**config.mk**
```make
export PLATFORM = sky130hd
export DESIGN_NAME = lct_eval_unit
export DESIGN_NICKNAME = d
export VERILOG_FILES = /design/src/hw/rtl/lct_pkg.sv /design/src/hw/rtl/lct_eval_unit.sv
export SDC_FILE = /design/constraint.sdc
export NUM_CORES = 2
export LEC_CHECK = 0
export BUFFER_PORTS_ARGS = -buffer_cell sky130_fd_sc_hd__buf_2
export CAP_MARGIN = 20
export CORE_ASPECT_RATIO = 1.25
export CORE_UTILIZATION = 45
export DETAILED_ROUTE_END_ITERATION = 10
export GPL_TIMING_DRIVEN = 0
export PLACE_DENSITY_LB_ADDON = 0.05
export SETUP_SLACK_MARGIN = 0.1
export SLEW_MARGIN = 5
export SYNTH_ARGS = -nofsm -noshare
export SYNTH_HDL_FRONTEND = slang
export SYNTH_SLANG_ARGS = --single-unit
```
**constraint.sdc**
```tcl
create_clock -name clk -period 26 [get_ports clk]
set_input_delay 5.2 -clock clk [delete_from_list [all_inputs] [get_ports clk]]
set_output_delay 5.2 -clock clk [all_outputs]
set_load 0.05 [all_outputs]
```
**src/hw/rtl/lct_pkg.sv**
```systemverilog
`timescale 1ns / 1ps
`default_nettype none
package lct_pkg;

  localparam int SLOPE_W = 32;
  localparam int ICPT_W  = 62;
  localparam int VALUE_W = 64;
  localparam int STACK_DEPTH = 32;
  localparam int STACK_PTR_W = 6;

  localparam logic signed [VALUE_W-1:0] NO_LINE_VALUE = 64'sd2000000000000000000;

  localparam logic [1:0] ACT_INSERT_ALL = 2'd0;
  localparam logic [1:0] ACT_INSERT_SEG = 2'd1;
  localparam logic [1:0] ACT_QUERY      = 2'd2;

  localparam logic REG_DOMAIN_LOW = 1'b0;

  // one stored node: valid bit and its line
  typedef struct packed {
    logic                valid;
    logic [SLOPE_W-1:0]  slope;
    logic [ICPT_W-1:0]   intercept;
  } node_t;

endpackage
`default_nettype wire

```
**src/hw/rtl/lct_eval_unit.sv**
```systemverilog
`timescale 1ns / 1ps
`default_nettype none
module lct_eval_unit #(
  parameter int POS_W = 16
) (
  input  wire                          clk,
  input  wire [lct_pkg::SLOPE_W-1:0]   slope,
  input  wire [lct_pkg::ICPT_W-1:0]    intercept,
  input  wire [POS_W-1:0]              pos,
  input  wire [31:0]                   domain_low,
  output logic [lct_pkg::VALUE_W-1:0]  value
);
  import lct_pkg::*;

  logic signed [32:0]        x;
  logic signed [65:0]        prod_full;
  logic signed [VALUE_W-1:0] prod;
  logic signed [VALUE_W-1:0] icpt_q;

  // x = domain_low + pos, 33 bits signed
  always_comb begin
    x = $signed({domain_low[31], domain_low})
      + $signed({{(33-POS_W){1'b0}}, pos});
    prod_full = $signed({{34{slope[SLOPE_W-1]}}, slope}) * $signed({{33{x[32]}}, x});
  end

  // stage one: product, stage two: add intercept
  always_ff @(posedge clk) begin
    prod   <= prod_full[VALUE_W-1:0];
    icpt_q <= $signed({{(VALUE_W-ICPT_W){intercept[ICPT_W-1]}}, intercept});
    value  <= prod + icpt_q;
  end

endmodule
`default_nettype wire

```
==> impl_metrics.py <==
metrics = {
    "status": {
        "status": "finished, final reports clean",
    },
    "setup_path": {
        "crit_fanout": 11,
        "worstSetupStartpoint": "pos[0]",
        "critical_path_class": "primary input to register",
        "r2r-start": "prod[30]",
        "cp_top_family": "adder cells",
        "crit_path_max_incr_delay_ns": 0.93,
        "crit_top_cell": "fa_1",
        "path_buf_inv": 3,
        "end_kind": "register",
        "crit_arrival_ns": 18.10,
        "cp.required_ns": 26.36,
        "crit_path_start_kind": "primary input",
        "crit_slowest_cell": "fa_1",
    },
    "layout": {
        "multi_input_area_um2": 36300,
        "register_area_um2": 3800,
        "drive_gt1_share_pct": 5.33,
        "nFillCells": 9867,
        "area_delta_synth_final_pct": 7.48,
        "fin_nets": 6587,
    },
    "clocking": {
        "root_buffer": "clkbuf_16",
        "cts_sinks": 190,
        "clock_latency_ns": 0.45,
        "cts-buffers-inserted": 17,
        "holdBufCountCts": 0,
        "h-tree-depth": 4,
        "clockBufferDepth": 2,
        "path_clk_slew_ns": 0.08,
        "cts_setup_buffers": 0,
        "cts-resized-gates": 0,
        "cts_tree": "built",
    },
    "global_route": {
        "grt_pass1_wl_um": 241000,
        "grt_max_degree": 19,
        "overflow": 0,
        "antenna_found_initial": 20,
        "grt_pass1_vias": 37305,
        "grt.total_usage_pct": 33.4,
    },
    "yosys": {
        "synth_top_cell_by_area": "fa_1",
        "yosysMostFrequentCell": "inv_1",
        "synth_common_cells": "1127 x inv_1, 1105 x fa_1, 619 x nand2_1, 484 x and2_1, 263 x ha_1",
        "ys_warn_count": 0,
        "avgSynthCellArea_um2": 9.33,
        "ys_ff_latch": 190,
        "syn_nets": 6352,
        "synthMuxAreaShare_pct": 0.0222,
        "yosysTopAreaCellShare_pct": 49.0,
        "synth_xor_area_share_pct": 3.22,
        "ys_top_cells_by_area": "fa_1 49%, inv_1 9.4%, dfxtp_1 8.4%",
        "synth_seq_area_share_pct": 8.42,
        "synth_top_family_by_area": "adder cells",
        "netlist_area_um2": 45200,
        "ys_types": 67,
        "synth_compound_area_share_pct": 6.24,
        "synth_edf_count": 0,
        "synthSimpleGateAreaFrac_pct": 14.6,
        "synthAdderAreaFrac_pct": 56.3,
        "synthFlopType": "dfxtp_1",
        "syn_inst": 4841,
        "synthArstFlopShare_pct": 0,
    },
    "sta": {
        "slew_viol_final": 0,
        "fin_crit_sh_pct": 68.2,
        "fin_crit_ns": 17.74,
        "hold_ws_ns": 0.457,
        "setup_violations": 0,
        "tightestPinTransition_ns": 1.29,
        "slew_headroom_pct": 14.0,
        "fmax_mhz": 56.4,
        "hold_viol_final": 0,
        "skew_ns": 0.0141,
        "final.setup.tns_ns": 0,
        "rsz0062_at_grt": "false",
    },
    "floorplan": {
        "start_util_pct": 45.5,
        "die_w_um": 285,
        "rows": 129,
        "die-area_um2": 102000,
        "coreArea_um2": 99300,
        "die_h_um": 356,
        "io_pins": 207,
    },
    "detailed_routing": {
        "dr.pass1.iters": 6,
        "routed_wl_um": 163000,
        "drt_iter0_markers": 2135,
        "ant_nets": 0,
        "drc": 0,
        "wire_per_inst_um": 25.5,
        "vias": 33768,
        "vias_per_cell": 5.27,
    },
    "placement": {
        "port_buffers": 206,
        "routabilityCongestion": 1.02,
        "dp_hpwl_um": 139000,
    },
    "job": {
        "maxCapViolCount": 0,
    },
    "min_path": {
        "min_path_type": "register to register",
        "hp-start": "icpt_q[0]",
    },
}
==> worst register-to-register path: cells and delay by family, from the launching register on <==
| family | cells | cell delay (ns) |
|---|---|---|
| AND/OR/NAND/NOR | 3 | 1.26 |
| adder cells (fa/ha/maj) | 1 | 0.27 |
| XOR/XNOR | 1 | 0.13 |
| flip-flops | 1 | 0.33 |
| buffers and inverters | 1 | 0.31 |
| AO/OA/AOI/OAI | 8 | 2.03 |
==> state kept, by name, indices dropped and copies added (netlist names) <==
signal / count
icpt_q: 62
prod: 64
value: 64
==> path summary, 6_finish.rpt <==
path,endpoint,cells past startpoint,slack (ns)
setup reg to reg,value[63],14,21.56
setup / recovery,prod[63],33,8.26
hold reg to reg,value[0],1,0.46
hold / removal,value[0],1,0.46
==> kinds of logic (layout without fill, tap and decap cells) <==
family | after synthesis | count (layout)
AND/OR/NAND/NOR | 1344 | 1344
buffers and inverters | 1350 | 1598
multiplexers | 1 | 1
flip-flops | 190 | 190
XOR/XNOR | 166 | 166
adder cells (fa/ha/maj) | 1368 | 1368
other | 0 | 6
AO/OA/AOI/OAI | 422 | 422
==> area by class of cell <==
| type | instances | area share [%] |
|---|---|---|
| well taps | 1310 | 3.38 |
| diodes | 6 | 0.0309 |
| repair buffers | 216 | 2.37 |
| clock buffers | 19 | 0.913 |
| plain buffers | 223 | 1.73 |
| inverters | 1127 | 8.72 |
| multi-input cells | 3301 | 74.8 |
| clock inverters | 13 | 0.253 |
| flip-flops and latches | 190 | 7.84 |
==> cells in the final DEF (no fill, tap or decap), types with 15 or more instances in the layout <==
cell type,synthesis,layout
nand2_1,619,619
o21bai_1,26,26
fa_1,1105,1105
nor2_1,94,94
nor2b_1,21,21
and2_1,484,484
nand2b_1,18,18
buf_2,1,208
xor2_1,58,58
nor3_1,16,16
xnor2_1,108,108
a21o_1,80,80
nand3_1,35,35
clkbuf_1,222,223
a211oi_1,15,15
nand4_1,15,15
o21ai_0,62,62
a21oi_1,140,140
ha_1,263,263
dfxtp_1,190,190
clkbuf_16,0,17
inv_1,1127,1127
and3_1,16,16
==> per-stage QoR <==
step,utilization (%),instance area (um2),instances,setup slack [ns]
3_3_place_gp,48.2,47800,6357,7.43
2_1_floorplan,-,45200,4841,10.99
5_1_grt,48.9,48500,6400,7.87
4_1_cts,48.8,48400,6393,8.07
3_5_place_dp,48.2,47900,6361,7.64
6_report,48.9,48500,6405,8.26
==> metal layers <==
layer | vias to the layer above | track usage [%] | part of all wire [%] | routed length (um)
met5 | - | 0 | 0 | 0
met2 | 1218 | 57.5 | 49 | 79800
met3 | 472 | 4.34 | 5.6 | 9140
li1 | 14670 | - | - | -
met4 | 0 | 27.1 | 10 | 16600
met1 | 17408 | 37.3 | 35 | 57600
Power is left out: the tool's default activity adds up to more than one toggle a clock period on the data nets, which glitch-free logic cannot reach.
